### src/sv/fsb_pkg.sv
// Shared types and constants for the flat bitstream serializer.
// Depends on nothing; every other file of the block refers to it by scoped names.
package fsb_pkg;

    localparam int WORD_BITS   = 64;
    localparam int LENGTH_BITS = 32;
    localparam int GROUP_BITS  = 7;

    localparam logic [7:0] BLOCK_MAX = 8'd255;
    localparam logic [3:0] MAX_BITS  = 4'd8;

    // Command codes
    localparam logic [2:0] CMD_BITS      = 3'd0;
    localparam logic [2:0] CMD_WORD      = 3'd1;
    localparam logic [2:0] CMD_FILLER    = 3'd2;
    localparam logic [2:0] CMD_STR_START = 3'd3;
    localparam logic [2:0] CMD_STR_DATA  = 3'd4;
    localparam logic [2:0] CMD_FINISH    = 3'd5;

    // Status codes
    localparam logic [1:0] ST_OK    = 2'd0;
    localparam logic [1:0] ST_COUNT = 2'd1;
    localparam logic [1:0] ST_SEQ   = 2'd2;

    typedef struct packed {
        logic [2:0]  cmd;
        logic [7:0]  bit_field;
        logic [3:0]  bit_count;
        logic [63:0] word_value;
        logic [31:0] string_length;
        logic [7:0]  data_byte;
    } item_t;

    typedef struct packed {
        logic [7:0] out_byte;
        logic       byte_valid;
        logic [1:0] status;
        logic       last;
    } result_t;

    // Controller to datapath
    typedef struct packed {
        logic load;
        logic step;
        logic tail;
    } ctl_cmd_t;

    // Datapath to controller
    typedef struct packed {
        logic slot_free;
        logic more;
        logic tail;
    } dp_status_t;

endpackage

### src/sv/fsb_datapath.sv
// Datapath of the flat bitstream serializer: bit packer, string counters, result register.
// Depends on fsb_pkg; driven by commands from fsb_ctrl.
module fsb_datapath (
    input  logic               clk,
    input  logic               rst_n,
    input  fsb_pkg::item_t     item,
    input  fsb_pkg::ctl_cmd_t  ctl,
    output fsb_pkg::dp_status_t sts,
    input  logic               result_ready,
    output logic               result_valid,
    output fsb_pkg::result_t   result
);

    logic [7:0]                      partial_reg, partial_next;
    logic [2:0]                      fill_reg, fill_next;
    logic [fsb_pkg::LENGTH_BITS-1:0] left_reg, left_next;
    logic [7:0]                      block_reg, block_next;
    logic                            open_reg, open_next;
    logic                            out_valid_reg, out_valid_next;
    fsb_pkg::item_t                  item_reg;
    logic [fsb_pkg::WORD_BITS-1:0]   word_reg, word_next;
    fsb_pkg::result_t                out_reg, res;

    logic                            err_seq;
    logic [fsb_pkg::WORD_BITS-1:0]   word_rest;
    logic [7:0]                      group_byte;
    logic [7:0]                      aligned;
    logic [15:0]                     merged;
    logic [3:0]                      total;
    logic [fsb_pkg::LENGTH_BITS-1:0] left_dec;
    logic [fsb_pkg::LENGTH_BITS-1:0] tail_len;
    logic [7:0]                      block_dec;
    logic [7:0]                      header;
    logic                            head_tail;
    logic                            head_more;

    assign word_rest  = word_reg >> fsb_pkg::GROUP_BITS;
    assign group_byte = {(word_rest != '0), word_reg[fsb_pkg::GROUP_BITS-1:0]};
    assign aligned    = (item_reg.cmd == fsb_pkg::CMD_WORD) ? group_byte
                      : 8'(item_reg.bit_field << (4'd8 - item_reg.bit_count));
    assign merged     = {partial_reg, 8'h00} | ({aligned, 8'h00} >> fill_reg);
    assign total      = {1'b0, fill_reg} + item_reg.bit_count;
    assign left_dec   = left_reg - fsb_pkg::LENGTH_BITS'(1);
    assign block_dec  = block_reg - 8'd1;
    assign tail_len   = (item_reg.cmd == fsb_pkg::CMD_STR_START)
                      ? item_reg.string_length[fsb_pkg::LENGTH_BITS-1:0] : left_reg;
    assign header     = (tail_len > fsb_pkg::LENGTH_BITS'(fsb_pkg::BLOCK_MAX))
                      ? fsb_pkg::BLOCK_MAX : tail_len[7:0];
    assign err_seq    = (item_reg.cmd > fsb_pkg::CMD_FINISH)
                      || (open_reg && item_reg.cmd != fsb_pkg::CMD_STR_DATA)
                      || (!open_reg && item_reg.cmd == fsb_pkg::CMD_STR_DATA);

    always_comb
    begin
        partial_next = partial_reg;
        fill_next    = fill_reg;
        left_next    = left_reg;
        block_next   = block_reg;
        open_next    = open_reg;
        word_next    = word_reg;
        res          = '0;
        head_tail    = 1'b0;
        head_more    = 1'b0;
        if (ctl.tail)
        begin
            // Terminator for an empty remainder, block header otherwise
            res.byte_valid = 1'b1;
            left_next      = tail_len;
            if (tail_len == '0)
            begin
                open_next  = 1'b0;
                block_next = 8'd0;
            end
            else
            begin
                res.out_byte = header;
                open_next    = 1'b1;
                block_next   = header;
            end
        end
        else if (err_seq)
        begin
            res.status = fsb_pkg::ST_SEQ;
        end
        else
        begin
            unique case (item_reg.cmd) inside
                fsb_pkg::CMD_BITS:
                begin
                    if (item_reg.bit_count > fsb_pkg::MAX_BITS)
                    begin
                        res.status = fsb_pkg::ST_COUNT;
                    end
                    else if (total >= 4'd8)
                    begin
                        res.byte_valid = 1'b1;
                        res.out_byte   = merged[15:8];
                        partial_next   = merged[7:0];
                        fill_next      = total[2:0];
                    end
                    else
                    begin
                        partial_next = merged[15:8];
                        fill_next    = total[2:0];
                    end
                end
                fsb_pkg::CMD_WORD:
                begin
                    res.byte_valid = 1'b1;
                    res.out_byte   = merged[15:8];
                    partial_next   = merged[7:0];
                    word_next      = word_rest;
                    head_more      = (word_rest != '0);
                end
                fsb_pkg::CMD_FILLER, fsb_pkg::CMD_STR_START:
                begin
                    res.byte_valid = 1'b1;
                    res.out_byte   = partial_reg | 8'h01;
                    partial_next   = 8'h00;
                    fill_next      = 3'd0;
                    head_tail      = (item_reg.cmd == fsb_pkg::CMD_STR_START);
                end
                fsb_pkg::CMD_STR_DATA:
                begin
                    res.byte_valid = 1'b1;
                    res.out_byte   = item_reg.data_byte;
                    left_next      = left_dec;
                    block_next     = block_dec;
                    head_tail      = (left_dec == '0) || (block_dec == 8'd0);
                end
                fsb_pkg::CMD_FINISH:
                begin
                    res.byte_valid = (fill_reg != 3'd0);
                    res.out_byte   = (fill_reg != 3'd0) ? partial_reg : 8'h00;
                    partial_next   = 8'h00;
                    fill_next      = 3'd0;
                end
                default:
                begin
                end
            endcase
        end
        res.last = ctl.tail || (!head_tail && !head_more);
    end

    assign out_valid_next = ctl.step || (out_valid_reg && !result_ready);

    always_ff @(posedge clk or negedge rst_n)
    begin
        if (!rst_n)
        begin
            partial_reg   <= 8'h00;
            fill_reg      <= 3'd0;
            left_reg      <= '0;
            block_reg     <= 8'd0;
            open_reg      <= 1'b0;
            out_valid_reg <= 1'b0;
        end
        else
        begin
            out_valid_reg <= out_valid_next;
            if (ctl.step)
            begin
                partial_reg <= partial_next;
                fill_reg    <= fill_next;
                left_reg    <= left_next;
                block_reg   <= block_next;
                open_reg    <= open_next;
            end
        end
    end

    always_ff @(posedge clk)
    begin
        if (ctl.load)
        begin
            item_reg <= item;
            word_reg <= item.word_value[fsb_pkg::WORD_BITS-1:0];
        end
        else if (ctl.step)
        begin
            word_reg <= word_next;
        end
        if (ctl.step)
        begin
            out_reg <= res;
        end
    end

    assign sts.slot_free = !out_valid_reg || result_ready;
    assign sts.more      = head_more;
    assign sts.tail      = head_tail;
    assign result_valid  = out_valid_reg;
    assign result        = out_reg;

endmodule

### src/sv/fsb_ctrl.sv
// Controller of the flat bitstream serializer: sequences the results of one item.
// Depends on fsb_pkg; drives fsb_datapath through ctl_cmd_t.
module fsb_ctrl (
    input  logic                clk,
    input  logic                rst_n,
    input  logic                item_valid,
    output logic                item_ready,
    input  fsb_pkg::dp_status_t sts,
    output fsb_pkg::ctl_cmd_t   ctl
);

    typedef enum logic [1:0] {
        S_IDLE,
        S_BODY,
        S_TAIL
    } state_t;

    state_t state_reg, state_next;

    always_comb
    begin
        state_next = state_reg;
        ctl        = '0;
        unique case (state_reg)
            S_IDLE:
            begin
                if (item_valid)
                begin
                    ctl.load   = 1'b1;
                    state_next = S_BODY;
                end
            end
            S_BODY:
            begin
                // Stay here while word groups remain or while the result register is not free
                if (sts.slot_free)
                begin
                    ctl.step = 1'b1;
                    if (sts.tail)
                    begin
                        state_next = S_TAIL;
                    end
                    else if (!sts.more)
                    begin
                        state_next = S_IDLE;
                    end
                end
            end
            S_TAIL:
            begin
                if (sts.slot_free)
                begin
                    ctl.step   = 1'b1;
                    ctl.tail   = 1'b1;
                    state_next = S_IDLE;
                end
            end
            default:
            begin
                state_next = S_IDLE;
            end
        endcase
    end

    always_ff @(posedge clk or negedge rst_n)
    begin
        if (!rst_n)
        begin
            state_reg <= S_IDLE;
        end
        else
        begin
            state_reg <= state_next;
        end
    end

    assign item_ready = (state_reg == S_IDLE);

endmodule

### src/sv/flat_bitstream_serializer.sv
// Top level of the flat bitstream serializer: controller plus datapath.
// Depends on fsb_pkg, fsb_ctrl and fsb_datapath.
//
// Packs bits MSB first into whole bytes and returns one result per output byte, each
// carrying the byte, a byte-valid flag, a status code and a last flag on the final
// result of the item. An item that sends no byte (an error, a short bit append, a
// finish with nothing pending) returns a single result with byte_valid low. Items are
// handled one at a time: an item is taken while the controller is idle and then its
// results are written into the result register at one per cycle while the register is
// free. A bit append or an error gives one result, a string start or a data byte that
// closes a block gives two, and a 64-bit word up to ten (ten groups). The single result
// register sets that pace; a stalled result holds the sequence until the downstream
// side takes the transfer.
module flat_bitstream_serializer (
    input  logic             clk,
    input  logic             rst_n,
    input  logic             item_valid,
    output logic             item_ready,
    input  fsb_pkg::item_t   item,
    output logic             result_valid,
    input  logic             result_ready,
    output fsb_pkg::result_t result
);

    fsb_pkg::ctl_cmd_t   ctl;
    fsb_pkg::dp_status_t sts;

    // Sequence the results of each item
    fsb_ctrl u_ctrl (
        .clk        (clk),
        .rst_n      (rst_n),
        .item_valid (item_valid),
        .item_ready (item_ready),
        .sts        (sts),
        .ctl        (ctl)
    );

    // Hold packer and string state, build each result
    fsb_datapath u_datapath (
        .clk          (clk),
        .rst_n        (rst_n),
        .item         (item),
        .ctl          (ctl),
        .sts          (sts),
        .result_ready (result_ready),
        .result_valid (result_valid),
        .result       (result)
    );

`ifndef SYNTHESIS
    // An accepted item keeps the input closed on the next cycle
    a_busy_after_accept: assert property (@(posedge clk) disable iff (!rst_n)
        item_valid && item_ready |=> !item_ready)
        else $error("input open right after an accepted transfer");

    // Never overwrite a result that has not been taken
    a_step_free: assert property (@(posedge clk) disable iff (!rst_n)
        ctl.step |-> sts.slot_free)
        else $error("result register overwritten");

    // A result without a byte is always the only result of its item
    a_empty_last: assert property (@(posedge clk) disable iff (!rst_n)
        result_valid && !result.byte_valid |-> result.last)
        else $error("empty result not marked last");

    // Error results never carry a byte
    a_err_nobyte: assert property (@(posedge clk) disable iff (!rst_n)
        result_valid && result.status != fsb_pkg::ST_OK |-> !result.byte_valid)
        else $error("error result carries a byte");
`endif

endmodule
### config.mk
export PLATFORM = sky130hd
export DESIGN_NAME = flat_bitstream_serializer
export DESIGN_NICKNAME = d
export VERILOG_FILES = /design/src/sv/fsb_pkg.sv /design/src/sv/fsb_datapath.sv /design/src/sv/fsb_ctrl.sv /design/src/sv/flat_bitstream_serializer.sv
export SDC_FILE = /design/constraint.sdc
export NUM_CORES = 1
export LEC_CHECK = 0
export CAP_MARGIN = 20
export CORE_AREA = 2 2 133 135
export CTS_BUF_LIST = sky130_fd_sc_hd__clkbuf_8
export DETAILED_ROUTE_END_ITERATION = 6
export DIE_AREA = 0 0 135 137
export DONT_BUFFER_PORTS = 1
export PLACE_DENSITY = 0.76
export SKIP_LAST_GASP = 1
export SLEW_MARGIN = 20
export SYNTH_ARGS = -nofsm -noshare
export SYNTH_HDL_FRONTEND = slang
export SYNTH_HIERARCHICAL = 1
export SYNTH_SLANG_ARGS = --single-unit
### constraint.sdc
create_clock -name clk -period 4 [get_ports clk]
set_clock_uncertainty 0.05 [all_clocks]
set_input_delay 0.8 -clock clk [delete_from_list [all_inputs] [get_ports clk]]
set_output_delay 0.8 -clock clk [all_outputs]
set_load 0.02 [all_outputs]
==> results of run 1 <==
placed cells by master (no fill, tap or decap), types with 12 or more instances in the layout:
cell type,instances
edfxtp_1,131
nand2_1,90
nor2_1,61
mux2_2,59
dfrtp_1,55
a21oi_1,49
o21ai_0,37
nor3_1,31
nor4_1,29
o22ai_1,28
buf_4,28
inv_1,21
mux2i_1,19
nand3b_1,18
clkbuf_8,17
and2_1,16
nand3_1,16
a22oi_1,14
a31oi_1,13
ha_1,12
metal layers:
layer / wire, um / vias up
met2: 12550 / 377
li1: - / 3657
met1: 11220 / 3859
met4: 794 / 4
met3: 2259 / 60
met5: 27 / -
how the worst max path moves through the flow:
stage | to | slack [ns] | cells past startpoint
final | u_ctrl/state_reg[1] | 0.41 | 10
after global routing | u_datapath/result[6] | 0.19 | 9
after CTS | u_ctrl/state_reg[1] | 0.46 | 10
after detailed placement | u_ctrl/state_reg[1] | 0.48 | 10
after global placement | u_ctrl/state_reg[1] | 0.51 | 10
after floorplan | u_datapath/word_reg[0] | 0.13 | 5
final cells by class:
| class | instances | area [um^2] | area share [%] |
|---|---|---|---|
| antenna | 2 | 5.005 | 0.04515 |
| clock buffer | 17 | 234.0 | 2.111 |
| clock inverter | 15 | 191.4 | 1.727 |
| inverter | 21 | 78.83 | 0.7111 |
| multi-input combinational | 687 | 4706 | 42.45 |
| sequential | 186 | 5310 | 47.91 |
| tap | 225 | 281.5 | 2.540 |
| timing repair buffer | 31 | 277.8 | 2.506 |
critical path: stages (launching register included):
cell       delay [ns]
dfrtp_1          0.47
or4_1            0.65
nor3_2           0.40
nand4b_4         0.21
a2111oi_2        0.36
o21ai_1          0.13
a2111oi_2        0.58
a211o_1          0.18
nand3b_1         0.15
a31oi_1          0.11
a41o_1           0.21
timing repair:
action	4_1_cts	5_1_grt
hold endpoints to repair	55	0
resized for setup	0	0
hold buffers	1	0
kinds of logic (layout without fill, tap and decap cells):
kind of cell    count (synthesis)  after routing
compound gates                239            239
xor+xnor                       19             19
fa+ha+maj                      13             13
buf+inv                        83             84
flops                         186            186
mux                            82             82
other cells                     0              2
simple gates                  334            334
power groups by stage:
stage / Combinational [mW] / Clock [mW] / Sequential, mW
4_1_cts: 1.87 / 1.31 / 3.11
2_1_floorplan: 1.44 / 0 / 2.98
3_3_place_gp: 1.82 / 0 / 3.14
5_1_grt: 2.06 / 1.39 / 3.17
6_report: 1.89 / 1.28 / 3.12
3_5_place_dp: 1.85 / 0 / 3.15
metrics by stage:
step                      hold WS [ns]  total power [mW]  instances
after floorplan                 0.4333             4.421        956
after global placement          0.4567             4.963       1149
after detailed placement        0.4570             4.993       1149
after CTS                       0.1118             6.297       1182
after global routing            0.1098             6.614       1182
final                           0.1174             6.291       1184
==> summary.md, run 1 <==
| Metric | Value |
|---|---|
| Max frequency | 0.2783 GHz |
| Final Util | 64.99% |
| Asr flop ratio synth | 29.57% |
| Synth unique cells | 84 |
| Min-delay worst type | in2async |
| Power share of the combinational group | 30.0% |
| GR Layer Usage met3 | 8.222% |
| DRT Pass-1 Iters | 5 |
| First-pass GRT wire length | 41900 um |
| Peak supply drop | 461.1 uV |
| Core Rows | 48 |
| Share of cells above drive strength 1 | 15.26% |
| R2r setup slk | 0.41 ns |
| Overall routing resource usage | 29.85% |
| DR vias | 7957 |
| Launch point of the worst reg-to-reg path | u_datapath/left_reg[12] |
| Die H | 137 um |
| Period utilisation layout | 89.84% |
| Largest register FFs | 64 |
| DRC | 0 |
| Design area | 0.01108 mm^2 |
| Initial antenna violation count | 5 |
| Worst setup path startpoint | u_datapath/left_reg[12] |
| Cell count after synthesis | 956 |
| Netlist Area Pre-Place | 0.01035 mm^2 |
| Antenna viol nets, final | 0 |
| Sink Count | 186 |
| Synth area leader | edfxtp_1 |
| Compound-Gate Fraction of Synth Area | 15.86% |
| DIE AREA | 0.01850 mm^2 |
| Area contributors post-synth | edfxtp_1 38%, dfrtp_1 13%, mux2_2 6.4%, nand2_1 3.3%, a21oi_1 2.4% |
| Clock Power Share | 20.4% |
| Largest net degree at the start of global routing | 65 |
| RR Endpoint | u_ctrl/state_reg[1] |
| Startpoint types | flop |
| Width of the die | 135 um |
| Routability cong. | 0.9260 |
| Status | finished, final reports clean |
| Final hold vios | 0 |
| Placed Area | 0.01063 mm^2 |
| Worst setup margin | 0.4065 ns |
| Top Usage Layer GRT | met2 |
| Area grow syn2layout | 7.096% |
| Starting density of the core | 60.68% |
| Worst setup EP type | flop |
| Final net count | 1080 |
| # fillers | 1348 |
| Static leakage | 3.888 nW |
| Normalized max-slew margin | 52.94% |
| Worst endpoint required time | 4.32 ns |
| Drt total wl | 26850 um |
| First DRT Iteration DRCs | 845 |
| Number of global-route vias before repair | 7611 |
| Clock buffer count from CTS | 17 |
| Port Buffer Count | 0 |
| Detailed placement HPWL | 19110 um |
| Switching share of power | 37.42% |
| TritonCTS clock tree | done |
| Max_cap viols | 0 |
| Cell internal pwr | 3.936 mW |
| Main combinational cell family by area after synthesis | simple AND/OR/NAND/NOR gates |
| Worst reg2reg path depth | 10 |
| Avg WL per Cell | 22.68 um |
| WS Path Type | reg2reg |
| Clock Pin Slew Worst Setup and Hold Paths | 0.11 ns |
| Setup WS pre-CTS | 0.4766 ns |
| CTS root buffer | clkbuf_8 |
| YS warnings | 6 |
| Slew Limit Fails | 0 |
| Core area | 0.01706 mm^2 |
| Synth Area in Simple Gates | 17.20% |
| Yosys reg bits | 186 |
| Met2 Usage GRT | 46.56% |
| Post-Synthesis Mean Instance Area | 10.83 um^2 |
| Top-area cell type share of the netlist area | 38.01% |
| Number of synthesized flops with an enable pin | 131 |
| I/O pins | 137 |
| Min Tclk post-route | 3.593 ns |
| Synthesized Nets | 1092 |
| Worst skew pair latency | 0.48 ns |
| Mux contribution to synthesized area | 9.127% |
| Sequential element share of the synthesized area | 51.31% |
| Clk buf depth | 2 |
| Worst Path Arrival | 3.92 ns |
| Seq pwr share | 49.5% |
| DR vias/cell | 6.720 |
| Most common cell in the netlist | edfxtp_1 |
| Setup TNS | 0 ns |
| Worst-Margin Slew | 0.7012 ns |
| Congestion Overflow GR | 0 |
| Sw power | 2.354 mW |
| Postcts setup bufs | 0 |
| Main synth FF type | edfxtp_1 |
| Adder and majority cell fraction of the synthesized area | 1.644% |
| PD cells | 567.5 mW/mm^2 |
| Maximum net fanout on the critical path | 9 |
| # H-tree levels | 4 |
| Xor and xnor area share after synthesis | 1.608% |
| RSZ-0062 raised after global routing | no |
| GR Util met1 | 40.04% |
| Synth cell count leaders | 131 x edfxtp_1, 90 x nand2_1, 61 x nor2_1 |
| Finish-stage setup viols | 0 |
(Power assumes the default switching activity.)
==> run 2: changes to the inputs <==
--- a/config.mk
+++ b/config.mk
@@ -5,6 +5,7 @@
 export SDC_FILE = /design/constraint.sdc
 export NUM_CORES = 1
 export LEC_CHECK = 0
+export ABC_AREA = 1
 export CAP_MARGIN = 20
 export CORE_AREA = 2 2 133 135
 export CTS_BUF_LIST = sky130_fd_sc_hd__clkbuf_8
==> summary.md, run 2 <==
| Metric | Value |
|---|---|
| Status | finished, final reports clean (unchanged) |
| Worst Path Arrival | 3.42 ns (was 3.92 ns) |
| Slew Limit Fails | 0 (unchanged) |
| Clock Power Share | 17.3% (was 20.4%) |
| Worst setup EP type | flop (unchanged) |
| Clk buf depth | 2 (unchanged) |
| WS Path Type | reg2reg (unchanged) |
| CTS root buffer | clkbuf_8 (unchanged) |
| Congestion Overflow GR | 0 (unchanged) |
| Netlist Area Pre-Place | 0.01047 mm^2 (was 0.01035 mm^2) |
| Peak supply drop | 443.0 uV (was 461.1 uV) |
| Startpoint types | flop (unchanged) |
| Worst endpoint required time | 4.31 ns (was 4.32 ns) |
| Top-area cell type share of the netlist area | 37.57% (was 38.01%) |
| Sw power | 3.267 mW (was 2.354 mW) |
| Final hold vios | 0 (unchanged) |
| Min-delay worst type | in2async (unchanged) |
| Period utilisation layout | 77.90% (was 89.84%) |
| Power share of the combinational group | 37.3% (was 30.0%) |
| I/O pins | 137 (unchanged) |
| DIE AREA | 0.01850 mm^2 (unchanged) |
| Antenna viol nets, final | 0 (unchanged) |
| DR vias/cell | 5.765 (was 6.720) |
| Commonest non-fill, non-tap cells in the layout | 382 x nand2_1, 168 x nor2_1, 149 x inv_1 (was 131 x edfxtp_1, 90 x nand2_1, 61 x nor2_1) |
| # fillers | 1481 (was 1348) |
| Routability cong. | 1.022 (was 0.9260) |
| Width of the die | 135 um (unchanged) |
| Detailed placement HPWL | 18830 um (was 19110 um) |
| Worst-Margin Slew | 0.8043 ns (was 0.7012 ns) |
| Synth area leader | edfxtp_1 (unchanged) |
| Core area | 0.01706 mm^2 (unchanged) |
| Overall routing resource usage | 28.64% (was 29.85%) |
| Placed Area | 0.01060 mm^2 (was 0.01063 mm^2) |
| DRT Pass-1 Iters | 6 (was 5) |
| Seq pwr share | 45.5% (was 49.5%) |
| Clock Pin Slew Worst Setup and Hold Paths | 0.11 ns (about the same) |
| Switching share of power | 43.77% (was 37.42%) |
| First-pass GRT wire length | 41130 um (was 41900 um) |
| Cell count after synthesis | 1327 (was 956) |
| Main synth FF type | edfxtp_1 (unchanged) |
| Design area | 0.01105 mm^2 (was 0.01108 mm^2) |
| Avg WL per Cell | 16.83 um (was 22.68 um) |
| Post-CTS sizing | 0 (unchanged) |
| DRC | 0 (unchanged) |
| Sequential element share of the synthesized area | 50.71% (was 51.31%) |
| # H-tree levels | 4 (unchanged) |
| TritonCTS clock tree | done (unchanged) |
| First DRT Iteration DRCs | 895 (was 845) |
| Post-Synthesis Mean Instance Area | 7.891 um^2 (was 10.83 um^2) |
| Area contributors post-synth | edfxtp_1 38%, nand2_1 14%, dfrtp_1 13%, nor2_1 6.0%, o21ai_0 5.6% (was edfxtp_1 38%, dfrtp_1 13%, mux2_2 6.4%, nand2_1 3.3%, a21oi_1 2.4%) |
| PD cells | 675.5 mW/mm^2 (was 567.5 mW/mm^2) |
| Number of synthesized flops with an enable pin | 131 (unchanged) |
| Final Util | 64.78% (was 64.99%) |
| RSZ-0062 raised after global routing | no (unchanged) |
| Max frequency | 0.3209 GHz (was 0.2783 GHz) |
| Postcts setup bufs | 0 (unchanged) |
| Largest net degree at the start of global routing | 90 (was 65) |
| Synth unique cells | 43 (was 84) |
| Static leakage | 4.711 nW (was 3.888 nW) |
| Clock buffer count from CTS | 17 (unchanged) |
| Most common cell after layout, fill and taps aside | nand2_1 (was edfxtp_1) |
| Setup TNS | 0 ns (unchanged) |
| Worst skew pair latency | 0.47 ns (was 0.48 ns) |
| Synth cell count leaders | 382 x nand2_1, 168 x nor2_1, 150 x inv_1 (was 131 x edfxtp_1, 90 x nand2_1, 61 x nor2_1) |
| Sink Count | 186 (unchanged) |
| Share of cells above drive strength 1 | 4.559% (was 15.26%) |
| Asr flop ratio synth | 29.57% (unchanged) |
| Core Rows | 48 (unchanged) |
| Starting density of the core | 61.39% (was 60.68%) |
| Most common cell in the netlist | nand2_1 (was edfxtp_1) |
| Synthesized Nets | 1463 (was 1092) |
| YS warnings | 6 (unchanged) |
| Min Tclk post-route | 3.116 ns (was 3.593 ns) |
| DR vias | 8884 (was 7957) |
| Largest register FFs | 64 (unchanged) |
| # diodes | 0 (was 2) |
| Hold_ws | 0.1324 ns (was 0.1174 ns) |
| Die H | 137 um (unchanged) |
| Cell internal pwr | 4.197 mW (was 3.936 mW) |
| Port Buffer Count | 0 (unchanged) |
| Max_cap viols | 0 (unchanged) |
| Number of global-route vias before repair | 8281 (was 7611) |
| Initial antenna violation count | 0 (was 5) |
| Area grow syn2layout | 5.520% (was 7.096%) |
| Finish-stage setup viols | 0 (unchanged) |
| Final net count | 1439 (was 1080) |
| Normalized max-slew margin | 46.32% (was 52.94%) |
| Yosys reg bits | 186 (unchanged) |
| Drt total wl | 25930 um (was 26850 um) |
| Maximum net fanout on the critical path | 11 (was 9) |
-- run 2: cell count changes after synthesis, moves of 19 or more --
cell,delta
clkbuf_1,-24
inv_1,+129
mux2_2,-59
mux2i_1,-19
nand2_1,+292
nand3_1,+71
nor2_1,+107
nor3_1,-26
nor4_1,-27
o21ai_0,+80
-- run 2: worst max-delay path: stages, from the launching register on --
cell and delay [ns]:
dfrtp_1 0.43, nor2_1 0.17, nand2_1 0.13, nor2_1 0.50, nand2_1 0.27, nand2_1 0.11, nand2_1 0.07, nor2_1 0.10
nand2_1 0.07, nor3_1 0.17, nand3_1 0.15, nand2_1 0.08, nand2_1 0.06, a21oi_1 0.20, inv_1 0.06, nand3_1 0.13
nand3_2 0.10, nand2_1 0.08, nand2_1 0.05
-- run 2: worst paths after layout --
check / start / end / slack, ns / depth (start not counted)
setup / recovery: u_datapath/left_reg[2] / u_ctrl/state_reg[1] / 0.88 / 18
hold / removal: rst_n / u_datapath/left_reg[20] / 0.13 / 1
setup reg to reg: u_datapath/left_reg[2] / u_ctrl/state_reg[1] / 0.88 / 18
hold reg to reg: u_ctrl/state_reg[1] / u_ctrl/state_reg[1] / 0.50 / 2
max in group asynchronous: rst_n / u_datapath/partial_reg[4] / 3.51 / 1
min in group clk: item[16] / u_datapath/item_reg[16] / 0.36 / 0
-- run 2: kinds of logic (layout without fill, tap and decap cells) --
group	count (synthesis)	count (layout)	synth area share, %
xor gates and xnor gates	10	10	0.8365
DFF	186	186	50.71
adders and majority gates	13	13	1.625
and+or+nand+nor	680	680	26.84
buffers and inverters	206	195	7.922
AOI/OAI and AO/OA	232	232	12.07
-- run 2: repair_timing --
item	4_1_cts	5_1_grt
hold endpoints to repair	55	0
endpoints found under the setup margin	0	0
hold buffers	1	0
-- run 2: per-layer routing --
| metal | up-vias | part of all wire [%] | GRT usage (%) |
|---|---|---|---|
| met5 | - | 0 | 0 |
| met1 | 4099 | 40 | 35.11 |
| met2 | 381 | 49 | 47.97 |
| met4 | 0 | 4.5 | 14.47 |
| li1 | 4324 | - | - |
| met3 | 80 | 6.6 | 6.333 |
-- run 2: cell type report --
class | count | area [um^2] | share of cell area [%]
clock buffer | 17 | 234.0 | 2.118
sequential | 186 | 5310 | 48.06
timing repair buffer | 8 | 105.1 | 0.9512
clock inverter | 15 | 188.9 | 1.710
multi-input combinational | 935 | 4345 | 39.33
tap | 225 | 281.5 | 2.548
inverter | 155 | 584.3 | 5.288
-- run 2: power groups by stage --
stage          clock (mW)  sequential [mW]  combinational [mW]
4_1_cts              1.32             3.38                2.74
5_1_grt              1.39             3.46                3.15
6_report             1.29             3.39                2.78
2_1_floorplan           0             3.25                2.15
3_5_place_dp            0             3.42                2.72
3_3_place_gp            0             3.41                2.65
-- run 2: per-stage QoR --
step           power [mW]  instances  setup slack, ns
3_3_place_gp        6.062       1508            1.000
5_1_grt             8.000       1541           0.5488
2_1_floorplan       5.406       1327           0.3064
6_report            7.464       1541           0.8838
4_1_cts             7.442       1541           0.9269
3_5_place_dp        6.135       1508           0.9726
==> run 3: changes to the inputs <==
--- a/config.mk
+++ b/config.mk
@@ -5,7 +5,7 @@
 export SDC_FILE = /design/constraint.sdc
 export NUM_CORES = 1
 export LEC_CHECK = 0
-export ABC_AREA = 1
+export ABC_AREA = 0
 export CAP_MARGIN = 20
 export CORE_AREA = 2 2 133 135
 export CTS_BUF_LIST = sky130_fd_sc_hd__clkbuf_8
==> constraint.sdc (replaced) <==
create_clock -name clk -period 3 [get_ports clk]
set_clock_uncertainty 0.05 [all_clocks]
set_input_delay 0.6 -clock clk [delete_from_list [all_inputs] [get_ports clk]]
set_output_delay 0.6 -clock clk [all_outputs]
set_load 0.02 [all_outputs]
==> summary.md, run 3 (synthesis gave the netlist of run 1 again) <==
| Metric | Value |
|---|---|
| Final Util | 69.73% (was 64.78%) |
| Cell internal pwr | 5.520 mW (was 4.197 mW) |
| Share of cells above drive strength 1 | 23.59% (was 4.559%) |
| Detailed placement HPWL | 20960 um (was 18830 um) |
| Clock Power Share | 19.4% (was 17.3%) |
| Slew Limit Fails | 0 (unchanged) |
| Max_cap viols | 0 (unchanged) |
| Finish-stage setup viols | 3 (was 0) |
| Worst setup margin | -0.1620 ns (was 0.8838 ns) |
| Core Rows | 48 (unchanged) |
| DR vias | 8432 (was 8884) |
| Min Tclk post-route | 3.162 ns (was 3.116 ns) |
| Power share of the combinational group | 34.2% (was 37.3%) |
| Initial antenna violation count | 4 (was 0) |
| Normalized max-slew margin | 48.37% (was 46.32%) |
| Tot Pwr | 8.776 mW (was 7.464 mW) |
| Startpoint types | flop (unchanged) |
| DRC | 0 (unchanged) |
| Clock buffer count from CTS | 17 (unchanged) |
| PD cells | 737.8 mW/mm^2 (was 675.5 mW/mm^2) |
| Switching share of power | 37.10% (was 43.77%) |
| Worst Path Arrival | 3.47 ns (was 3.42 ns) |
| Period utilisation layout | 105.4% (was 77.90%) |
| Static leakage | 4.339 nW (was 4.711 nW) |
| # H-tree levels | 4 (unchanged) |
| RSZ-0062 raised after global routing | yes (was no) |
| Drt total wl | 28820 um (was 25930 um) |
| Width of the die | 135 um (unchanged) |
| WS Path Type | reg2reg (unchanged) |
| Seq pwr share | 46.4% (was 45.5%) |
| DIE AREA | 0.01850 mm^2 (unchanged) |
| First-pass GRT wire length | 44450 um (was 41130 um) |
| Number of global-route vias before repair | 8093 (was 8281) |
| Core area | 0.01706 mm^2 (unchanged) |
| Worst endpoint required time | 3.31 ns (was 4.31 ns) |
| CTS root buffer | clkbuf_8 (unchanged) |
| TritonCTS clock tree | done (unchanged) |
| Final hold vios | 0 (unchanged) |
| Max frequency | 0.3163 GHz (was 0.3209 GHz) |
| Sw power | 3.256 mW (was 3.267 mW) |
| Largest net degree at the start of global routing | 56 (was 90) |
| Congestion Overflow GR | 0 (unchanged) |
| Failing checks | negative setup slack |
| Area grow syn2layout | 14.92% (was 5.520%) |
| I/O pins | 137 (unchanged) |
| Antenna viol nets, final | 0 (unchanged) |
| Peak supply drop | 626.2 uV (was 443.0 uV) |
| Port Buffer Count | 0 (unchanged) |
| First DRT Iteration DRCs | 1009 (was 895) |
| Final net count | 1166 (was 1439) |
| Commonest non-fill, non-tap cells in the layout | 131 x edfxtp_1, 110 x buf_4, 90 x nand2_1 (was 382 x nand2_1, 168 x nor2_1, 149 x inv_1) |
| Avg WL per Cell | 22.69 um (was 16.83 um) |
| DR vias/cell | 6.639 (was 5.765) |
| Clock Pin Slew Worst Setup and Hold Paths | 0.12 ns (was 0.11 ns) |
| Placed instance count | 1231 (was 1508) |
| Most common cell after layout, fill and taps aside | edfxtp_1 (was nand2_1) |
| Status | finished, violations left (was finished, final reports clean) |
| Routability cong. | 0.9692 (was 1.022) |
| Die H | 137 um (unchanged) |
| Worst skew pair latency | 0.49 ns (was 0.47 ns) |
| Largest register FFs | 64 (unchanged) |
| DRT Pass-1 Iters | 5 (was 6) |
| Overall routing resource usage | 31.62% (was 28.64%) |
| Worst-Margin Slew | 0.7692 ns (was 0.8043 ns) |
| Sink Count | 186 (unchanged) |
| Maximum net fanout on the critical path | 4 (was 11) |
| Clk buf depth | 2 (unchanged) |
| Final cell count without fillers | 1270 (was 1541) |
| Min-delay worst type | in2reg (was in2async) |
| Starting density of the core | 60.68% (was 61.39%) |
| Worst setup EP type | flop (unchanged) |
run 3: cell types whose count changed in the layout (fill, tap and decap cells not counted), moves of 59 or more:
cell / before / now
inv_1: 149 / 21
mux2_2: 0 / 59
o21ai_0: 117 / 36
nand2_1: 382 / 90
buf_4: 5 / 110
nor2_1: 168 / 61
nand3_1: 87 / 16
run 3: worst paths after layout:
check	from	end	slack, ns	depth (start not counted)
worst max-delay path	u_datapath/left_reg[12]	u_ctrl/state_reg[1]	-0.16	11
worst min-delay path	item[107]	u_datapath/item_reg[107]	0.14	0
worst max register to register	u_datapath/left_reg[12]	u_ctrl/state_reg[1]	-0.16	11
worst min register to register	u_datapath/item_reg[26]	u_datapath/left_reg[18]	0.49	2
max in group asynchronous	rst_n	u_datapath/left_reg[14]	1.97	2
min in group asynchronous	rst_n	u_datapath/partial_reg[7]	0.66	2
run 3: layer usage:
metal | up-vias | track usage [%] | wire length [um]
met5 | - | 0 | 30
met4 | 4 | 11.00 | 782
met3 | 68 | 8.185 | 2462
met2 | 457 | 52.17 | 14050
met1 | 4080 | 40.82 | 11490
li1 | 3823 | - | -
run 3: through the flow:
step           setup WS [ns]  area, um^2  setup TNS [ns]  hold slack, ns
2_1_floorplan        -0.1241       10420         -0.1315          0.2544
4_1_cts             -0.08583       11820         -0.1519          0.1247
3_5_place_dp         -0.1495       11330         -0.2716          0.2570
3_3_place_gp         -0.1048       11330         -0.1885          0.2563
5_1_grt              -0.2535       11890         -0.5529          0.1207
6_report             -0.1620       11890         -0.2527          0.1430
run 3: area by class of cell:
type | instances | area, um^2
Fill cell | 1271 | 5162
Inverter | 21 | 78.83
Clock inverter | 15 | 180.2
Sequential cell | 186 | 5310
Clock buffer | 17 | 234.0
Multi-Input combinational cell | 687 | 4841
Timing Repair Buffer | 117 | 963.4
Antenna cell | 2 | 5.005
Tap cell | 225 | 281.5
run 3: power by group through the flow:
stage,combinational [mW],clock [mW],sequential [mW]
after detailed placement,2.88,0,4.10
after global placement,2.83,0,4.09
after CTS,2.93,1.72,4.05
after global routing,3.23,1.82,4.12
after floorplan,1.96,0,3.96
final,3.00,1.70,4.07
run 3: worst max-delay path, stage by stage (launching register included):
cell and delay [ns]:
dfrtp_1 0.39, or4_4 0.57, nor3_4 0.28, buf_4 0.17, nand4b_4 0.10, a2111oi_4 0.24, o21ai_2 0.13, a2111oi_4 0.45
a211o_1 0.16, nand3b_1 0.17, a31oi_1 0.10, a41o_1 0.21
run 3: repair_timing:
action / 4_1_cts / 5_1_grt
endpoints found under the hold margin: 55 / 0
buffers inserted: 3 / 1
pin swaps: 6 / 7
hold buffers: 2 / 0
gates resized for setup: 4 / 13
setup endpoints to repair: 3 / 7
